--- src/rtl/avq_pkg.sv ---
// Shared types and constants of the argument quoting escaper.
package avq_pkg;

  // Longest argument the splitter accepts; backslash runs saturate at it
  localparam int MAX_ARG_LEN = 32767;
  localparam int RUN_W = 15;
  localparam logic [RUN_W-1:0] RUN_LIMIT =
    RUN_W'((MAX_ARG_LEN < 32767) ? MAX_ARG_LEN : 32767);

  localparam logic [7:0] BYTE_QUOTE     = 8'h22;
  localparam logic [7:0] BYTE_BACKSLASH = 8'h5C;
  localparam logic [7:0] BYTE_SPACE     = 8'h20;
  localparam logic [7:0] BYTE_TAB       = 8'h09;

  // Most results one input transaction can cause
  localparam int SLOTS = 4;
  localparam int SLOT_W = 2;
  localparam int USED_W = 3;

  typedef enum logic [1:0] {
    CMD_SCAN     = 2'd0,
    CMD_EMIT     = 2'd1,
    CMD_END      = 2'd2,
    CMD_NEW_LINE = 2'd3
  } cmd_t;

  typedef struct packed {
    logic [7:0]  out_byte;
    logic [15:0] repeat_res;
    logic        last;
  } result_t;

  // All results of one input transaction, oldest in slot 0
  typedef struct packed {
    result_t [SLOTS-1:0] slot;
    logic [USED_W-1:0]   used;
  } bundle_t;

  // Queue head as seen by the back end
  typedef struct packed {
    bundle_t data;
    logic    valid;
  } head_t;

endpackage

--- src/rtl/avq_front.sv ---
// Front end: takes input transactions, keeps argument state, builds result bundles.
module avq_front (
  input  logic             clk,
  input  logic             rst,
  input  logic             accept,
  input  logic [1:0]       command,
  input  logic [7:0]       in_byte,
  output avq_pkg::bundle_t bundle,
  output logic             bundle_push
);

  logic                      has_blank, has_blank_next;
  logic                      arg_nonempty, arg_nonempty_next;
  logic                      emit_started, emit_started_next;
  logic                      later_argument, later_argument_next;
  logic [avq_pkg::RUN_W-1:0] backslash_run, backslash_run_next;

  // Append one result to a bundle
  function automatic avq_pkg::bundle_t put(input avq_pkg::bundle_t b,
                                           input logic [7:0] value,
                                           input logic [15:0] count,
                                           input logic last);
    b.slot[b.used[avq_pkg::SLOT_W-1:0]].out_byte   = value;
    b.slot[b.used[avq_pkg::SLOT_W-1:0]].repeat_res = count;
    b.slot[b.used[avq_pkg::SLOT_W-1:0]].last       = last;
    b.used = b.used + avq_pkg::USED_W'(1);
    return b;
  endfunction

  // Decode the command and work out results and next state
  always_comb begin
    has_blank_next      = has_blank;
    arg_nonempty_next   = arg_nonempty;
    emit_started_next   = emit_started;
    later_argument_next = later_argument;
    backslash_run_next  = backslash_run;
    bundle              = '0;
    unique case (avq_pkg::cmd_t'(command))
      avq_pkg::CMD_NEW_LINE: begin
        has_blank_next      = 1'b0;
        arg_nonempty_next   = 1'b0;
        emit_started_next   = 1'b0;
        later_argument_next = 1'b0;
        backslash_run_next  = '0;
      end
      avq_pkg::CMD_SCAN: begin
        if (!emit_started) begin
          arg_nonempty_next = 1'b1;
          if (in_byte == avq_pkg::BYTE_SPACE || in_byte == avq_pkg::BYTE_TAB) begin
            has_blank_next = 1'b1;
          end
        end
      end
      avq_pkg::CMD_EMIT: begin
        // first byte: separator and opening quote
        if (!emit_started) begin
          if (later_argument) begin
            bundle = put(bundle, avq_pkg::BYTE_SPACE, 16'd1, 1'b0);
          end
          if (has_blank) begin
            bundle = put(bundle, avq_pkg::BYTE_QUOTE, 16'd1, 1'b0);
          end
          emit_started_next   = 1'b1;
          later_argument_next = 1'b1;
        end
        if (in_byte == avq_pkg::BYTE_BACKSLASH) begin
          if (backslash_run < avq_pkg::RUN_LIMIT) begin
            backslash_run_next = backslash_run + avq_pkg::RUN_W'(1);
          end
          bundle = put(bundle, avq_pkg::BYTE_BACKSLASH, 16'd1, 1'b0);
        end else if (in_byte == avq_pkg::BYTE_QUOTE) begin
          // double the pending run and escape the quote
          bundle = put(bundle, avq_pkg::BYTE_BACKSLASH,
                       {1'b0, backslash_run} + 16'd1, 1'b0);
          bundle = put(bundle, avq_pkg::BYTE_QUOTE, 16'd1, 1'b0);
          backslash_run_next = '0;
        end else begin
          backslash_run_next = '0;
          bundle = put(bundle, in_byte, 16'd1, 1'b0);
        end
      end
      avq_pkg::CMD_END: begin
        if (!emit_started) begin
          if (later_argument) begin
            bundle = put(bundle, avq_pkg::BYTE_SPACE, 16'd1, 1'b0);
          end
          if (!arg_nonempty || has_blank) begin
            bundle = put(bundle, avq_pkg::BYTE_QUOTE, 16'd2, 1'b1);
          end else begin
            bundle = put(bundle, 8'd0, 16'd0, 1'b1);
          end
        end else if (has_blank) begin
          // trailing run doubled ahead of the closing quote
          if (backslash_run != '0) begin
            bundle = put(bundle, avq_pkg::BYTE_BACKSLASH, {1'b0, backslash_run}, 1'b0);
          end
          bundle = put(bundle, avq_pkg::BYTE_QUOTE, 16'd1, 1'b1);
        end else begin
          bundle = put(bundle, 8'd0, 16'd0, 1'b1);
        end
        has_blank_next      = 1'b0;
        arg_nonempty_next   = 1'b0;
        emit_started_next   = 1'b0;
        later_argument_next = 1'b1;
        backslash_run_next  = '0;
      end
      default: begin
      end
    endcase
  end

  assign bundle_push = accept && (bundle.used != '0);

  // Argument state
  always_ff @(posedge clk) begin
    if (rst) begin
      has_blank      <= 1'b0;
      arg_nonempty   <= 1'b0;
      emit_started   <= 1'b0;
      later_argument <= 1'b0;
      backslash_run  <= '0;
    end else if (accept) begin
      has_blank      <= has_blank_next;
      arg_nonempty   <= arg_nonempty_next;
      emit_started   <= emit_started_next;
      later_argument <= later_argument_next;
      backslash_run  <= backslash_run_next;
    end
  end

endmodule

--- src/rtl/avq_queue.sv ---
// Bundle queue between the front end and the back end.
module avq_queue #(
  parameter int DEPTH = 2
) (
  input  logic             clk,
  input  logic             rst,
  input  logic             push,
  input  avq_pkg::bundle_t push_data,
  output logic             full,
  input  logic             pop,
  output avq_pkg::head_t   head
);

  localparam int PTR_W = (DEPTH > 1) ? $clog2(DEPTH) : 1;
  localparam int CNT_W = $clog2(DEPTH + 1);
  localparam logic [PTR_W-1:0] LAST_PTR = PTR_W'(DEPTH - 1);
  localparam logic [CNT_W-1:0] FULL_CNT = CNT_W'(DEPTH);

  avq_pkg::bundle_t   mem [DEPTH];
  logic [PTR_W-1:0]   wr_ptr;
  logic [PTR_W-1:0]   rd_ptr;
  logic [CNT_W-1:0]   fill;

  assign full       = (fill == FULL_CNT);
  assign head.valid = (fill != '0);
  assign head.data  = mem[rd_ptr];

  // Storage
  always_ff @(posedge clk) begin
    if (push && !full) begin
      mem[wr_ptr] <= push_data;
    end
  end

  // Pointers and fill count
  always_ff @(posedge clk) begin
    if (rst) begin
      wr_ptr <= '0;
      rd_ptr <= '0;
      fill   <= '0;
    end else begin
      if (push && !full) begin
        wr_ptr <= (wr_ptr == LAST_PTR) ? '0 : wr_ptr + PTR_W'(1);
      end
      if (pop && head.valid) begin
        rd_ptr <= (rd_ptr == LAST_PTR) ? '0 : rd_ptr + PTR_W'(1);
      end
      case ({push && !full, pop && head.valid})
        2'b10:   fill <= fill + CNT_W'(1);
        2'b01:   fill <= fill - CNT_W'(1);
        default: fill <= fill;
      endcase
    end
  end

endmodule

--- src/rtl/avq_back.sv ---
// Back end: hands out the results of the head bundle one transaction at a time.
module avq_back (
  input  logic           clk,
  input  logic           rst,
  input  avq_pkg::head_t head,
  output logic           head_pop,
  input  logic           pop,
  output logic           empty,
  output logic [7:0]     out_byte,
  output logic [15:0]    repeat_res,
  output logic           last
);

  logic [avq_pkg::SLOT_W-1:0] idx;
  logic                       take;
  logic                       head_done;
  avq_pkg::result_t           cur;

  assign empty      = !head.valid;
  assign take       = pop && head.valid;
  assign cur        = head.data.slot[idx];
  assign head_done  = ({1'b0, idx} == head.data.used - avq_pkg::USED_W'(1));
  assign head_pop   = take && head_done;
  assign out_byte   = cur.out_byte;
  assign repeat_res = cur.repeat_res;
  assign last       = cur.last;

  // Slot index within the head bundle
  always_ff @(posedge clk) begin
    if (rst) begin
      idx <= '0;
    end else if (take) begin
      idx <= head_done ? '0 : idx + avq_pkg::SLOT_W'(1);
    end
  end

endmodule

--- src/rtl/argv_quoting_escaper.sv ---
// Top level of the argument quoting escaper.
//
// Usage: each argument is sent twice on the input queue port: once as scan
// transactions (command 0) to note blanks and emptiness, then as emit
// transactions (command 1), closed by an end transaction (command 2).
// Command 3 starts a new command line. An input transaction is taken when
// push is high and full is low.
// Results leave as run-length transactions (out_byte, repeat_res, last) on a
// queue port: the head result is valid while empty is low and is taken when
// pop is high. A zero repeat_res marks an empty result.
// A taken transaction's results are registered into the bundle queue behind
// any waiting bundles. Throughput: one input transaction per cycle while full
// is low, one result per cycle while pop is high; a bundle of several results
// (up to four) holds the back end until all are taken, so the QUEUE_DEPTH
// bundles fill, raising full. Scan and new-line commands cause no results.
// Reset clears all argument state and empties the queue. While pop stays low
// the queue fills, full rises and input stops; nothing is dropped.
module argv_quoting_escaper #(
  parameter int QUEUE_DEPTH = 2
) (
  input  logic        clk,
  input  logic        rst,
  input  logic        push,
  output logic        full,
  input  logic [1:0]  command,
  input  logic [7:0]  in_byte,
  output logic        empty,
  input  logic        pop,
  output logic [7:0]  out_byte,
  output logic [15:0] repeat_res,
  output logic        last
);

  logic             accept;
  avq_pkg::bundle_t bundle;
  logic             bundle_push;
  avq_pkg::head_t   head;
  logic             head_pop;

  assign accept = push && !full;

  // Classify and build result bundles
  avq_front u_front (
    .clk         (clk),
    .rst         (rst),
    .accept      (accept),
    .command     (command),
    .in_byte     (in_byte),
    .bundle      (bundle),
    .bundle_push (bundle_push)
  );

  // Decoupling queue
  avq_queue #(
    .DEPTH (QUEUE_DEPTH)
  ) u_queue (
    .clk       (clk),
    .rst       (rst),
    .push      (bundle_push),
    .push_data (bundle),
    .full      (full),
    .pop       (head_pop),
    .head      (head)
  );

  // Serialize results
  avq_back u_back (
    .clk        (clk),
    .rst        (rst),
    .head       (head),
    .head_pop   (head_pop),
    .pop        (pop),
    .empty      (empty),
    .out_byte   (out_byte),
    .repeat_res (repeat_res),
    .last       (last)
  );

  // An empty marker is always the closing result with a zero byte
  assert property (@(posedge clk) disable iff (rst)
    (!empty && repeat_res == 16'd0) |-> (out_byte == 8'd0 && last))
    else $error("empty marker malformed");

  // A doubled quote only closes an argument
  assert property (@(posedge clk) disable iff (rst)
    (!empty && out_byte == avq_pkg::BYTE_QUOTE && repeat_res == 16'd2) |-> last)
    else $error("quote pair not marked last");

  // An end transaction always leaves a result waiting next cycle
  assert property (@(posedge clk) disable iff (rst)
    (push && !full && command == avq_pkg::CMD_END) |=> !empty)
    else $error("end of argument produced no result");

  // A backslash run result never carries the last flag
  assert property (@(posedge clk) disable iff (rst)
    (!empty && out_byte == avq_pkg::BYTE_BACKSLASH && repeat_res != 16'd0) |-> !last)
    else $error("backslash run marked last");

endmodule
--- config.mk ---
export PLATFORM = sky130hd
export DESIGN_NAME = argv_quoting_escaper
export DESIGN_NICKNAME = d
export VERILOG_FILES = /design/src/rtl/avq_pkg.sv /design/src/rtl/avq_front.sv /design/src/rtl/avq_queue.sv /design/src/rtl/avq_back.sv /design/src/rtl/argv_quoting_escaper.sv
export SDC_FILE = /design/constraint.sdc
export NUM_CORES = 1
export LEC_CHECK = 0
export ABC_AREA = 1
export BUFFER_PORTS_ARGS = -buffer_cell sky130_fd_sc_hd__buf_2
export CAP_MARGIN = 20
export CELL_PAD_IN_SITES_DETAIL_PLACEMENT = 0
export CELL_PAD_IN_SITES_GLOBAL_PLACEMENT = 2
export CORE_ASPECT_RATIO = 1.5
export CORE_MARGIN = 2
export CORE_UTILIZATION = 35
export CTS_BUF_LIST = sky130_fd_sc_hd__clkbuf_2 sky130_fd_sc_hd__clkbuf_4 sky130_fd_sc_hd__clkbuf_8
export DETAILED_ROUTE_END_ITERATION = 10
export PLACE_DENSITY_LB_ADDON = 0.3
export SLEW_MARGIN = 40
export SYNTH_ARGS = -nofsm -noshare
export SYNTH_HDL_FRONTEND = slang
export SYNTH_HIERARCHICAL = 1
export SYNTH_SLANG_ARGS = --single-unit
--- constraint.sdc ---
create_clock -name clk -period 20.1 [get_ports clk]
set_input_delay 1.005 -clock clk [delete_from_list [all_inputs] [get_ports clk]]
set_output_delay 1.005 -clock clk [all_outputs]
set_load 0.005 [all_outputs]
# After elaboration in Yosys (flattened, before gate mapping)
# Memories as Yosys holds them, arrays and structs flattened. A register that Yosys moved wholly into a read port is not among the register bits.
# Index checks and enable logic that the tools add are counted.
# totals
mem_count,1
input_bits,14
ramBits,206
reg_bits,25
elab_cells,170
output_inout_bits,27
# op_classes
eq_ne,15
mux,90
magnitude_cmp,12
n_reduce_logical,30
n_addsub,13
# mem_list
name,words,width,rd,rd_ports_with_merged_regs,write_ports,line_no,text
u_queue.mem,2,103,1,1,1,avq_queue.sv:19,avq_pkg::bundle_t mem [DEPTH];
# ops
op,n
$bwmux 100,23
$mux 103,14
$demux 25 s2,15
$pmux 103 s2,1
$mux 25,6
$mux 17,5
$bmux 25 s2,1
$mux 15,2
$pmux 15 s2,1
$mux 27,1
$mux 26,1
$lt 2x3->1 const B,6
$add 15x1->16 const B,1
$eq 8x6->1 const B,2
$add 15x1->15 const B,1
$add 3x1->3 const B,5
$lt 15x15->1 const B,1
$reduce_bool 15->1,1
$mux 1,14
$logic_and 1x1->1,11
$ge 2x1->1 const B,5
$reduce_and 3->1,3
$eq 2x2->1 const B,4
$eq 8x4->1 const B,1
other kinds (22),35

# Longest topological paths before layout
# Gate-level depths: netlist (run 1).
# depth
depth_word,31
mapped_depth,22
depth_no_buf,22

# Modules after synthesis
# The synthesis (run 1) kept the hierarchy.
# modules_own_cells
module,cells_per_inst,seq_area_each_um2,instances,area_each_um2
avq_queue,360,6286.0,1,7693.6
avq_front,512,380.4,1,2817.7
avq_back,174,40.0,1,858.3
argv_quoting_escaper,2,0.0,1,10.0

# Least setup slack after synthesis (run 1)
# Ideal clock, no wire load.
# synth_timing
kind,input port to flip-flop
from,input port command[0]
to,"memory u_queue/mem[0][0] in the netlist's numbering, enable pin"
slack_ns,12.695
setup_ns,0.566
required_ns,19.534
arrival_time_ns,6.840
path_buffers,0
stages,14
cell_sequence,inv_1 > ha_1 > inv_1 > nor3_1 > nand3_2 > nand2_1 > nor2_1 > nand3_1 > nand2_1 > inv_1 > inv_1 > nor2_1 > inv_1 > nor2_1
# synth_via
elab_chain_len,7
word_cells_on_any_way,8
cone_classes,eq/ne: 2; mux: 3; reduce/logical: 3
# synth_rtl
item,line_no,text
"start, declared",argv_quoting_escaper.sv:25,"input logic [1:0] command,"
$eq 2x2->1 / $eq 2x1->1 (equally long branches),avq_front.sv:38,unique case (avq_pkg::cmd_t'(command))
$pmux 103 s2 *,avq_front.sv:38,
$reduce_bool 3->1 *,avq_front.sv:112,assign bundle_push = accept && (bundle.used != '0);
$logic_and 1x1->1 *,avq_front.sv:112,
via bundle_push,argv_quoting_escaper.sv:36,logic bundle_push;
$logic_and 1x1->1 *,avq_queue.sv:30,if (push && !full) begin
$mux 1 *,avq_queue.sv:30,
$mux 1 (not written as such) *,avq_queue.sv:31,mem[wr_ptr] <= push_data;
"end, declared",avq_queue.sv:19,
# Mark *: on every way through the listed nets, which the timed path passes. The rest lies on a longest branch.

# Worst setup path in the final report (run 1)
# layout_timing
from,input port command[0]
to,"memory u_queue/mem[0][47] in the netlist's numbering, enable pin"
# Same word-level chain as after synthesis.

==> results of run 1 <==
-- area by class of cell --
class,instances,area share [%]
diodes,1,0.0199
multi-input cells,669,31.7
clock inverters,13,0.884
flip-flops and latches,232,53.3
clock buffers,48,4.75
inverters,105,3.15
repair buffers,47,2.22
well taps,410,4.07
-- worst max-delay path, delay by kind of cell --
| family | cells | cell delay, ns |
|---|---|---|
| buffers and inverters | 8 | 1.41 |
| AND/OR/NAND/NOR | 8 | 1.90 |
| adder cells (fa/ha/maj) | 1 | 0.45 |
-- per-stage QoR --
stage	instance area (sq um)	hold WS, ns
floorplan	11400	0.465
global placement	11900	0.481
detailed placement	11900	0.486
CTS	12600	0.502
global route	12600	0.520
finish	12600	0.500
-- registers in the layout, summed over array words and instances (netlist names), named ones only --
name                    cells
u_queue/mem               206
u_front/backslash_run      15
u_back/idx                  2
u_queue/fill                2
u_front/arg_nonempty        1
u_front/emit_started        1
u_front/has_blank           1
u_front/later_argument      1
u_queue/rd_ptr              1
u_queue/wr_ptr              1
-- where the power goes --
part           total (W)  switching [W]  internal, W
combinational  0.0000792      0.0000530    0.0000263
clock           0.000394       0.000175     0.000219
sequential      0.000540     0.00000401     0.000536
total            0.00101       0.000232     0.000781
-- kinds of logic after synthesis --
family | Yosys count | synth area share (%)
compound gates | 154 | 7.82
xor+xnor | 6 | 0.462
fa+ha+maj | 19 | 2.09
buf+inv | 148 | 6.10
flops | 232 | 58.9
mux | 103 | 10.2
other cells | 1 | 0.0330
simple gates | 385 | 14.4
-- per-layer routing --
layer	routed length [um]	global-route usage, %	part of all wire [%]	vias up
li1	-	-	-	3719
met1	12200	21.6	43	3722
met2	14800	30.0	52	129
met3	813	2.31	2.9	37
met4	532	5.58	1.9	0
met5	0	0	0	-
-- path summary, 6_finish.rpt --
check,slack [ns],depth (start not counted),start,to
worst min-delay path,0.50,2,u_front/arg_nonempty$_SDFFE_PP0P_,u_front/arg_nonempty$_SDFFE_PP0P_
worst min register to register,0.50,2,u_front/arg_nonempty$_SDFFE_PP0P_,u_front/arg_nonempty$_SDFFE_PP0P_
worst max-delay path,15.41,17,command[0],u_queue/mem[0][47]$_DFFE_PP_
worst max register to register,15.75,17,u_front/backslash_run[0]$_SDFFE_PP0P_,u_queue/mem[0][47]$_DFFE_PP_
-- cell usage in the layout (no fill, tap or decap), types with 5 or more instances in the layout --
cell type,count
a21oi_2,10
nand2_2,8
o21ai_0,68
ha_1,19
clkbuf_4,10
inv_2,5
clkinv_1,5
nand3_1,24
o21ai_1,7
dfxtp_1,24
inv_1,99
mux2_2,103
nand2_1,129
clkinv_2,5
nand4_1,9
clkbuf_8,38
buf_2,40
edfxtp_1,206
nor2_2,5
a21oi_1,22
nor3_1,22
nor2_1,177
o22ai_1,37
==> impl_metrics.py, run 1 <==
metrics = {
    "worst_setup_path": {
        "slowest_delay_ns": 0.57,
        "cp_max_fo": 73,
        "endpoint_kind": "register",
        "crit_type": "primary input to register",
        "path_cells": "buf_2, inv_1, ha_1, inv_1, nor3_1, nand3_2, nand2_1, nor2_1, nand3_1, nand2_1, inv_1, inv_1, nor2_1, inv_1, nor2_4, buf_16, buf_6",
        "cp_common_cell": "inv_1",
        "cp.required_ns": 20.25,
        "critPathLaunchType": "primary input",
        "worstPathArrival_ns": 4.83,
        "crit_slowest_cell": "buf_6",
    },
    "cells_and_area": {
        "final_nets": 1124,
        "drive_gt1_share_pct": 22.4,
        "register_area_sq_um": 6710,
        "multi_input_area_sq_um": 3990,
        "fin_cells": 1525,
        "synthToLayoutAreaGrowth_pct": 10.8,
        "num-fill-cells": 3116,
        "utilization_pct": 39.5,
    },
    "yosys": {
        "synth_common_cells": "edfxtp_1 (206), nor2_1 (178), nand2_1 (129), mux2_2 (103), inv_1 (100)",
        "synth_area_leaders": "edfxtp_1 (54%), mux2_2 (10%), nor2_1 (5.9%)",
        "synth-edff-count": 206,
        "netlist.area_leader.share_pct": 54.4,
        "syn_area_sq_um": 11400,
        "yosys_warnings": 6,
        "yosys_register_bits": 232,
        "synth-seq-area-share_pct": 58.9,
        "netlist_instances": 1048,
        "ys_async_sr_fraction_pct": 0,
        "yosys.area.top_type": "edfxtp_1",
        "syn_avg_cell_area_sq_um": 10.9,
        "ys_types": 38,
        "yosysMostFrequentCell": "edfxtp_1",
        "synthFlopType": "edfxtp_1",
    },
    "floorplan": {
        "rows": 80,
        "core_sq_um": 31900,
        "ios": 41,
        "fp.dieW_um": 151,
        "die-area_sq_um": 34000,
        "start_util_pct": 35.6,
        "die_y_um": 225,
    },
    "route": {
        "via_count": 7607,
        "drc": 0,
        "ant_nets": 0,
        "vias_per_cell": 4.99,
        "avgRoutedWirePerCell_um": 18.6,
        "drtIter0Drc": 464,
        "wl_mm": 28.4,
        "drt_first_pass_iters": 5,
    },
    "clock_tree": {
        "holdBufCountCts": 0,
        "cts_tree": "built",
        "cts.htree.levels": 2,
        "clockBufferDepth": 3,
        "cts_root_buffer": "clkbuf_8",
        "clock_latency_ns": 0.53,
        "clock-sinks": 232,
        "numCtsBuffers": 36,
        "clk_pin_slew_ns": 0.06,
        "cts_resized": 0,
        "postCtsSetupRepairBufs": 0,
    },
    "min_path": {
        "hold_class": "register to register",
    },
    "status": {
        "outcome": "finished clean",
    },
    "placed_design": {
        "hpwl_mm": 18.4,
        "placed_cells": 1463,
        "io_buffers": 40,
        "gp_congestion": 0.825,
        "preCtsSetupSlack_ns": 14.90,
    },
    "timing": {
        "final.setup_skew_ns": 0.0257,
        "worst_slew_pin_slew_ns": 0.780,
        "tns_ns": 0,
        "max_freq_ghz": 0.213,
        "rsz0062_at_grt": "no",
        "fin_crit_ns": 4.69,
        "fin_crit_sh_pct": 23.3,
        "drv_slew": 0,
        "max-slew-margin-rel_pct": 48.0,
        "setup_violations": 0,
        "setup_ws_ns": 15.41,
        "finalHoldViolCount": 0,
    },
    "power": {
        "total_power_w": 0.00101,
        "irDropWorstVdd_v": 0.0000287,
        "p_leak_nw": 4.61,
        "pwr_density_cell_nw_per_um2": 80.4,
    },
    "global_routing": {
        "grt_pass1_wl_mm": 43.9,
        "gr-usage-all-layers_pct": 17.1,
        "antenna_found_initial": 1,
        "grt_pass1_vias": 7668,
        "grt_max_degree": 75,
        "overflow": 0,
    },
    "flow_run": {
        "maxCapViolCount": 0,
    },
}
Note: power is estimated with default switching activity, not from simulation.
==> run 2, diff against run 1 <==
- clock period: 20.1 -> 3.9 ns (I/O delays scaled with it)
==> run 2 against run 1 <==
  * Wire length increased by 3.2%
  * Utilization grew 0.79 points
  * Total power rose to 5.3 times the previous value
  * First-iteration DRC count decreased by 0.43%
  * Final cell count increased by 1.1%
  * Critical path type is now register to register
==> impl_metrics.py, run 2 (synthesized netlist as in run 1, its figures left out) <==
metrics = {
    "status": {
        "outcome": "finished clean",
    },
    "clock_tree": {
        "cts_root_buffer": "clkbuf_8",
        "postCtsSetupRepairBufs": 0,
        "clockBufferDepth": 3,
        "holdBufCountCts": 0,
        "clock_latency_ns": 0.54,
        "cts_tree": "built",
        "cts.htree.levels": 2,
        "numCtsBuffers": 36,
        "cts_resized": 0,
        "clk_pin_slew_ns": 0.06,
        "clock-sinks": 232,
    },
    "power": {
        "p_leak_nw": 4.70,
        "irDropWorstVdd_v": 0.000185,
        "pwr_density_cell_nw_per_um2": 416,
    },
    "worst_setup_path": {
        "endpoint_kind": "register",
        "worstPathArrival_ns": 3.74,
        "critPathLaunchType": "register",
        "cp.required_ns": 4.18,
        "crit_type": "register to register",
        "cp_max_fo": 28,
    },
    "floorplan": {
        "start_util_pct": 35.6,
        "ios": 41,
        "rows": 80,
        "fp.dieW_um": 151,
        "core_sq_um": 31900,
        "die_y_um": 225,
        "die-area_sq_um": 34000,
    },
    "timing": {
        "worst_slew_pin_slew_ns": 0.719,
        "fin_crit_ns": 3.46,
        "setup_violations": 0,
        "max-slew-margin-rel_pct": 52.0,
        "fin_crit_sh_pct": 88.8,
        "final.setup_skew_ns": 0.0140,
        "finalHoldViolCount": 0,
        "rsz0062_at_grt": "no",
        "max_freq_ghz": 0.289,
        "drv_slew": 0,
        "tns_ns": 0,
        "holdWs_ns": 0.0713,
    },
    "route": {
        "via_count": 7675,
        "drtIter0Drc": 462,
        "avgRoutedWirePerCell_um": 19.0,
        "vias_per_cell": 4.98,
        "wl_mm": 29.3,
        "drt_first_pass_iters": 5,
        "ant_nets": 0,
        "drc": 0,
    },
    "cells_and_area": {
        "regMostFlops": "u_queue/mem",
        "antenna_cells": 0,
        "layout_common_cells": "edfxtp_1 (206), nor2_1 (177), nand2_1 (128), mux2_2 (103), inv_1 (99)",
        "utilization_pct": 40.3,
        "final_common_cell": "edfxtp_1",
        "drive_gt1_share_pct": 23.6,
        "final_nets": 1138,
        "top_regs": "u_queue/mem (206), u_front/backslash_run (15)",
        "largest_reg_flops": 206,
        "synthToLayoutAreaGrowth_pct": 13.0,
    },
    "placed_design": {
        "gp_congestion": 0.811,
        "hpwl_mm": 19.5,
        "io_buffers": 40,
    },
    "global_routing": {
        "antenna_found_initial": 0,
        "overflow": 0,
        "grt_pass1_vias": 8045,
        "gr-usage-all-layers_pct": 17.6,
        "grt_max_degree": 90,
        "grt_pass1_wl_mm": 45.3,
    },
    "min_path": {
        "hold_class": "primary input to register",
    },
    "flow_run": {
        "maxCapViolCount": 0,
    },
}
## run 2: area by class of cell
type | count | area [sq um]
Sequential cell | 232 | 6710
Multi-Input combinational cell | 669 | 4000
Inverter | 105 | 400
Clock inverter | 19 | 169
Clock buffer | 46 | 583
Timing Repair Buffer | 61 | 483
Tap cell | 410 | 513
Fill cell | 3163 | 19100
## run 2: power by group
part	internal, W	switching [W]
registers	0.00276	0.0000214
clock network	0.00119	0.000949
logic	0.000150	0.000272
total	0.00410	0.00124
## run 2: critical path, cell delays in order, from the launching register on
cell	delay [ns]
dfxtp_2	0.42
ha_1	0.18
inv_1	0.05
nor2_1	0.31
inv_1	0.16
ha_1	0.28
nor2_1	0.12
nand3_1	0.09
nand2_1	0.07
nor2_1	0.06
nor2_1	0.14
nand3_1	0.09
nand2_1	0.06
inv_1	0.06
inv_1	0.06
nor2_1	0.06
nand2_1	0.15
clkinvlp_4	0.46
buf_12	0.36
## run 2: path summary, 6_finish.rpt
check / from / endpoint / slack, ns / cells after the start
max: u_front/has_blank$_SDFFE_PP0P_ / u_queue/mem[1][74]$_DFFE_PP_ / 0.44 / 18
min: in_byte[0] / u_queue/mem[0][95]$_DFFE_PP_ / 0.07 / 3
max reg2reg: u_front/has_blank$_SDFFE_PP0P_ / u_queue/mem[1][74]$_DFFE_PP_ / 0.44 / 18
min reg2reg: u_queue/rd_ptr$_SDFFE_PP0P_ / register / 0.50 / 2
## run 2: per-layer routing
metal / wire length, um / part of all wire (%) / up-vias / track usage [%]
met2: 14900 / 51 / 134 / 30.8
li1: - / - / 3751 / -
met1: 12700 / 43 / 3743 / 22.1
met5: 0 / 0 / - / 0
met3: 934 / 3.2 / 47 / 2.39
met4: 752 / 2.6 / 0 / 5.73
## run 2: stage by stage
stage | worst slack (ns) | power (W) | instances | cell area, sq um
2_1_floorplan | 0.0232 | 0.00311 | 1049 | 11400
4_1_cts | 0.405 | 0.00542 | 1542 | 12900
6_report | 0.436 | 0.00534 | 1542 | 12900
3_3_place_gp | 0.425 | 0.00327 | 1477 | 12100
3_5_place_dp | 0.418 | 0.00327 | 1477 | 12100
5_1_grt | 0.132 | 0.00556 | 1542 | 12900
